===== config.mk =====
export PLATFORM = sky130hd
export DESIGN_NAME = stbs_ctrl
export DESIGN_NICKNAME = d
export VERILOG_FILES = /design/src/hdl/stbs_pkg.sv /design/src/hdl/stbs_ctrl.sv
export SDC_FILE = /design/constraint.sdc
export NUM_CORES = 1
export LEC_CHECK = 0
export ABC_CLOCK_PERIOD_IN_PS = 3000
export BUFFER_PORTS_ARGS = -buffer_cell sky130_fd_sc_hd__buf_4
export CAP_MARGIN = 40
export CORE_AREA = 2 2 39 41
export DETAILED_ROUTE_END_ITERATION = 8
export DIE_AREA = 0 0 41 43
export PLACE_DENSITY_LB_ADDON = 0.08
export SKIP_CTS_REPAIR_TIMING = 1
export SYNTH_ARGS = -nofsm -noshare
export SYNTH_HDL_FRONTEND = slang
export SYNTH_SLANG_ARGS = --single-unit

===== constraint.sdc =====
create_clock -name clock -period 3 [get_ports clock]
set_clock_uncertainty 0.1 [all_clocks]
set_input_delay 0.6 -clock clock [delete_from_list [all_inputs] [get_ports clock]]
set_output_delay 0.6 -clock clock [all_outputs]
set_load 0.01 [all_outputs]

===== src/hdl/stbs_pkg.sv =====
// package for the sorted table binary search unit
// shared constants, command codes, controller states and command/status structs
// no dependencies
`default_nettype none

package stbs_pkg;

   localparam int TABLE_DEPTH_DEF = 256;
   localparam int KEY_W           = 32;
   localparam int INDEX_W         = 8;
   localparam int COUNT_W         = 9;
   localparam int POS_W           = 8;

   // item command codes
   localparam logic CMD_WRITE  = 1'b0;
   localparam logic CMD_SEARCH = 1'b1;

   typedef enum logic [1:0] {
      ST_IDLE,
      ST_PROBE,
      ST_DONE
   } state_type;

   // controller to datapath
   typedef struct packed {
      logic wr_en;     // store req_key at req_index
      logic start;     // capture key, load bounds, read first midpoint
      logic step;      // narrow bounds from compare, read next midpoint
      logic res_load;  // latch search outcome
      logic res_hit;   // outcome is a hit at current midpoint
      logic out_load;  // move outcome into output register
   } dp_cmd_type;

   // datapath to controller
   typedef struct packed {
      logic count_zero;  // no entries in use
      logic hit;         // probed entry equals sought key
      logic next_empty;  // bounds would meet or cross after this step
   } dp_status_type;

endpackage

`default_nettype wire


===== src/hdl/stbs_ctrl.sv =====
// controller of the sorted table binary search unit
// sequences writes, probes and result hand-off
// depends on stbs_pkg
`default_nettype none

module stbs_ctrl (
   input  wire logic                    clock,
   input  wire logic                    reset,
   input  wire logic                    req_valid,
   input  wire logic                    req_cmd,
   output logic                         req_ready,
   output logic                         rsp_valid,
   input  wire logic                    rsp_ready,
   output stbs_pkg::dp_cmd_type         dp_cmd,
   input  wire stbs_pkg::dp_status_type dp_status
);

   stbs_pkg::state_type state_ff, state_in;
   logic                rsp_valid_ff, rsp_valid_in;
   logic                out_free;
   logic                is_search;

   assign out_free  = !rsp_valid_ff || rsp_ready;
   assign is_search = (req_cmd == stbs_pkg::CMD_SEARCH);

   // next state
   always_comb begin
      state_in = state_ff;
      case (state_ff)
         stbs_pkg::ST_IDLE: begin
            if (req_valid && is_search) begin
               state_in = dp_status.count_zero ? stbs_pkg::ST_DONE : stbs_pkg::ST_PROBE;
            end
         end
         stbs_pkg::ST_PROBE: begin
            if (dp_status.hit || dp_status.next_empty) begin
               state_in = stbs_pkg::ST_DONE;
            end
         end
         stbs_pkg::ST_DONE: begin
            if (out_free) begin
               state_in = stbs_pkg::ST_IDLE;
            end
         end
         default: state_in = stbs_pkg::ST_IDLE;
      endcase
   end

   // outputs
   always_comb begin
      dp_cmd    = '0;
      req_ready = 1'b0;
      case (state_ff)
         stbs_pkg::ST_IDLE: begin
            req_ready = 1'b1;
            if (req_valid && !is_search) begin
               dp_cmd.wr_en = 1'b1;
            end
            if (req_valid && is_search) begin
               dp_cmd.start    = 1'b1;
               dp_cmd.res_load = dp_status.count_zero;
            end
         end
         stbs_pkg::ST_PROBE: begin
            if (dp_status.hit) begin
               dp_cmd.res_load = 1'b1;
               dp_cmd.res_hit  = 1'b1;
            end else begin
               dp_cmd.step     = 1'b1;
               dp_cmd.res_load = dp_status.next_empty;
            end
         end
         stbs_pkg::ST_DONE: begin
            dp_cmd.out_load = out_free;
         end
         default: begin
            dp_cmd = '0;
         end
      endcase
   end

   always_comb begin
      if (dp_cmd.out_load) begin
         rsp_valid_in = 1'b1;
      end else if (rsp_ready) begin
         rsp_valid_in = 1'b0;
      end else begin
         rsp_valid_in = rsp_valid_ff;
      end
   end

   always_ff @(posedge clock) begin
      if (reset) begin
         state_ff     <= stbs_pkg::ST_IDLE;
         rsp_valid_ff <= 1'b0;
      end else begin
         state_ff     <= state_in;
         rsp_valid_ff <= rsp_valid_in;
      end
   end

   assign rsp_valid = rsp_valid_ff;

endmodule

`default_nettype wire


# --- Word level (Yosys, flattened, before mapping) ---
# Index checks and enable logic that the tools add are counted.
totals:
  regBits: 3
  output_inout_bits: 8
  elab_cells: 35
classes:
  eq_ne: 5
  mux: 19
  n_reduce_logical: 9
ops:
  columns: ["op", "count"]
  rows:
  - ["1-bit two-way mux", 12]
  - ["2-bit two-way mux", 5]
  - ["2-bit != test, second input constant", 3]
  - ["2-bit case mux with 3 select lines", 1]
  - ["3-bit AND reduction", 1]
  - ["2-bit by 1-bit == test with 1-bit output, second input constant", 1]
  - ["2-bit == test, second input constant", 1]
  - ["1-bit logical AND", 2]
  - ["1-bit zero test", 2]
  - ["2-bit zero test", 1]
  - ["1-bit logical OR", 2]
  - ["1-bit case mux with 2 select lines", 1]
  - ["2-bit nonzero test", 1]

# --- Longest topological paths before layout ---
logic_depth:
  ltp_word: 4
  depth_mapped: 3

# --- Least setup slack after synthesis ---
# No wires, ideal clock.
synth_timing:
  path_type: "input to output"
  from: "in req_cmd"
  to: "out dp_cmd[5] (netlist name)"
  arrival_ps: 1038
  t_required_ps: 2300
  path_slack_ps: 1262
  path_stages: 1
  cell_sequence: "nor4b_1"
synth_between:
  elab_chain_len: 4
synth_rtl:
  columns: ["element", "line", "text"]
  rows:
  - ["from (decl)", "stbs_ctrl.sv:10", "input wire logic req_cmd,"]
  - ["1-bit zero test", "stbs_ctrl.sv:56", "if (req_valid && !is_search) begin"]
  - ["1-bit logical AND", "stbs_ctrl.sv:56", null]
  - ["1-bit two-way mux", "stbs_ctrl.sv:56", null]
  - ["2-bit two-way mux", "stbs_ctrl.sv:53", "case (state_ff)"]
  - ["to (decl)", "stbs_ctrl.sv:14", "output stbs_pkg::dp_cmd_type dp_cmd,"]
# No other way between the ends.

==> flow_summary_export.csv <==
group,metric,value,unit
outcome,run_status,"finished clean",
logic_synthesis,synthFlopType,"dfxtp_1",
critical_path,cp-start-kind,"primary input",
cts,cts.sinks,3,
detailed_routing,viasPerCell,3.95,
timing,min_period,1850,ps
layout,n_antenna_cell,0,
timing,worst_slew_margin_rel,83.5,%
layout,nNetsFinal,51,
logic_synthesis,synthCells,24,
logic_synthesis,yosys_warnings,0,
layout,drive_gt1_share,47.6,%
critical_path,critPathSlowestCell,"o21ai_0",
critical_path,r2r_start,"state_ff[1]$_SDFFE_PP0P_",
timing,timing.fmax,540,MHz
floorplan,dieWidth,41,µm
logic_synthesis,yosysSeqAreaShare,32.0,%
power_and_ir_drop,ir_drop,0.122,mV
detailed_routing,postRouteAntennaNets,0,
placed_design,port_buffers,15,
critical_path,critPathKind,"primary input to output port",
logic_synthesis,syn_area_per_cell,7.82,µm²
logic_synthesis,ys_async_sr_fraction,0,%
placed_design,gp_congestion,0.695,
power_and_ir_drop,power_switching,0.0000318,W
detailed_routing,vias,229,
timing,finalCritPeriodShare,61.7,%
global_route,grtUsageTotal,7.11,%
critical_path,r2r_setup_slack,1870,ps
cts,cts-root-buf,"clkbuf_4",
global_route,grt_max_degree,8,
detailed_routing,first_pass_iters,2,
timing,drv_slew,0,
critical_path,reg2reg_to,"state_ff[1]$_SDFFE_PP0P_",
power_and_ir_drop,p_leak,0.152,nW
logic_synthesis,synth_top_area_share,32.0,%
layout,multi_input_area,120,µm²
cts,clock_latency,230,ps
hold_path,whs_path_depth,2,
cts,cts_buffer_depth,2,
logic_synthesis,synth_edf_count,0,
layout,finalNonFillerCells,58,
detailed_routing,routedWlPerCell,9.26,µm
logic_synthesis,synth-seq-cells,3,
cts,cts_tree,"yes",
critical_path,end_kind,"output port",
logic_synthesis,yosys-top-cells-area,"dfxtp_1 32%, a211oi_2 6.7%, nand2b_1 6.7%",
floorplan,die_area,0.00176,mm²
power_and_ir_drop,p_sw_share,22.9,%
timing,setup_tns,0,ps
cts,htree_levels,1,
hold_path,hp-start,"rsp_valid$_SDFFE_PP0P_",
layout,design_area,339,µm²
cts,path_clk_slew,40,ps
critical_path,critPathMaxFanout,4,
timing,worst_pin_slew,245,ps
layout,area_delta_synth_final,80.7,%
power_and_ir_drop,power_density,409,mW/mm²
logic_synthesis,synth_commonest_cells,"3 x dfxtp_1, 3 x nand2_1, 2 x nand2b_1, 2 x nor2_1, 2 x nor2b_1",
layout,seq_area,60.1,µm²
critical_path,cp_cell_sequence,"buf_4 > o21ai_0 > nand2_1 > buf_4",
detailed_routing,drc,0,
power_and_ir_drop,internal_power,0.000107,W
global_route,grt_pass1_wl,738,µm
floorplan,row_count,14,
power_and_ir_drop,seqPwrFrac,31.5,%
logic_synthesis,yosysUniqueCellTypes,17,
logic_synthesis,syn_area,188,µm²
power_and_ir_drop,p_clk_share,49.6,%
layout,fillers,160,
placed_design,dp_cells,54,
timing,final_hold_viol_count,0,
critical_path,slowest_delay,210,ps
hold_path,hold-path-endpoint,"rsp_valid$_SDFFE_PP0P_",
detailed_routing,drt_iter0_drc,2,
critical_path,crit_arrival,1150,ps
global_route,grt_pass1_vias,195,
timing,rsz0062_at_grt,"false",
cts,numCtsBuffers,3,
critical_path,reg2reg_depth,3,
layout,fin_util,24.5,%
run,drv_cap,0,
placed_design,post-dp-hpwl,445,µm
critical_path,worstPathRequired,2300,ps
floorplan,ios,16,
hold_path,worstHoldPathType,"flip-flop to flip-flop",
global_route,globalRouteOverflowTotal,0,
floorplan,start_util,13.6,%
power_and_ir_drop,power_frac_comb,19.0,%
logic_synthesis,synth_area_leader_cell,"dfxtp_1",
placed_design,post_dp_cell_area,313,µm²
logic_synthesis,syn_nets,32,
floorplan,core_region_area,0.00138,mm²
floorplan,die_height,43,µm
timing,setup_viol_count_final,0,
detailed_routing,drt_wl_total,537,µm
power_and_ir_drop,total_power,0.000139,W
critical_path,path_common_cell,"buf_4",
global_route,antenna_found_initial,0,
[cell usage in the layout (no fill, tap or decap)]
cell type	synthesis	routed
nor2_1	2	2
a211oi_2	1	1
nor3_1	1	1
nor2b_1	2	2
nor4b_1	1	1
clkbuf_4	0	3
o21ai_0	1	1
or3_1	1	1
clkbuf_1	0	1
buf_4	1	15
nor2b_2	1	1
dfxtp_1	3	3
and2_1	1	1
a31oi_1	1	1
nand2b_1	2	2
or2_0	1	1
nand2_1	3	3
a21oi_1	1	1
nand4_1	1	1
[power groups by stage]
stage | registers (W) | clock network (W) | logic [W]
after global routing | 0.0000438 | 0.0000756 | 0.0000286
after CTS | 0.0000436 | 0.0000734 | 0.0000268
after floorplan | 0.0000440 | 0 | 0.0000101
after global placement | 0.0000444 | 0 | 0.0000264
after detailed placement | 0.0000442 | 0 | 0.0000267
final | 0.0000436 | 0.0000688 | 0.0000263
[per-stage QoR]
| stage | worst slack, ps | hold slack (ps) |
|---|---|---|
| after detailed placement | 1140 | 415 |
| after global placement | 1130 | 390 |
| final | 1150 | 417 |
| after global routing | 1060 | 440 |
| after floorplan | 1260 | 392 |
| after CTS | 1120 | 420 |
[worst max-delay path: cells and delay by family]
kind	cells	cell delay (ps)
and+or+nand+nor	1	80
AOI/OAI and AO/OA	1	210
buffers and inverters	2	270
[sequential cells by signal, summed over array words and instances (netlist names)]
| register | flops |
|---|---|
| rsp_valid | 1 |
| state_ff | 2 |
[per-layer routing]
metal	vias to the layer above	share of wire [%]	global-route usage, %	wire length (µm)
met4	0	0	10.0	0
li1	121	-	-	-
met2	7	57	9.38	307
met3	0	5.8	3.14	31
met5	-	0	0	0
met1	101	37	6.37	197
[worst max-delay path by stage]
stage | startpoint | depth (start not counted) | to | slack, ps
finish | dp_status[1] | 4 | dp_cmd[2] | 1150
global route | state_ff[0]$_SDFFE_PP0P_ | 4 | dp_cmd[2] | 1060
CTS | state_ff[0]$_SDFFE_PP0P_ | 4 | dp_cmd[2] | 1120
detailed placement | dp_status[1] | 4 | dp_cmd[2] | 1140
global placement | dp_status[1] | 4 | dp_cmd[2] | 1130
floorplan | req_cmd | 1 | dp_cmd[5] | 1260
[kinds of logic (layout without fill, tap and decap cells)]
logic type      Yosys count  count (layout)  synth area share (%)
compound gates            4               4                  15.3
simple gates             16              16                  48.7
buf+inv                   1              19                  4.00
flops                     3               3                  32.0
[cell type report]
| class | count | share of cell area (%) |
|---|---|---|
| Timing Repair Buffer | 15 | 33.2 |
| Clock buffer | 4 | 7.75 |
| Multi-Input combinational cell | 20 | 35.4 |
| Sequential cell | 3 | 17.7 |
| Tap cell | 16 | 5.90 |
(Power assumes the default switching activity.)
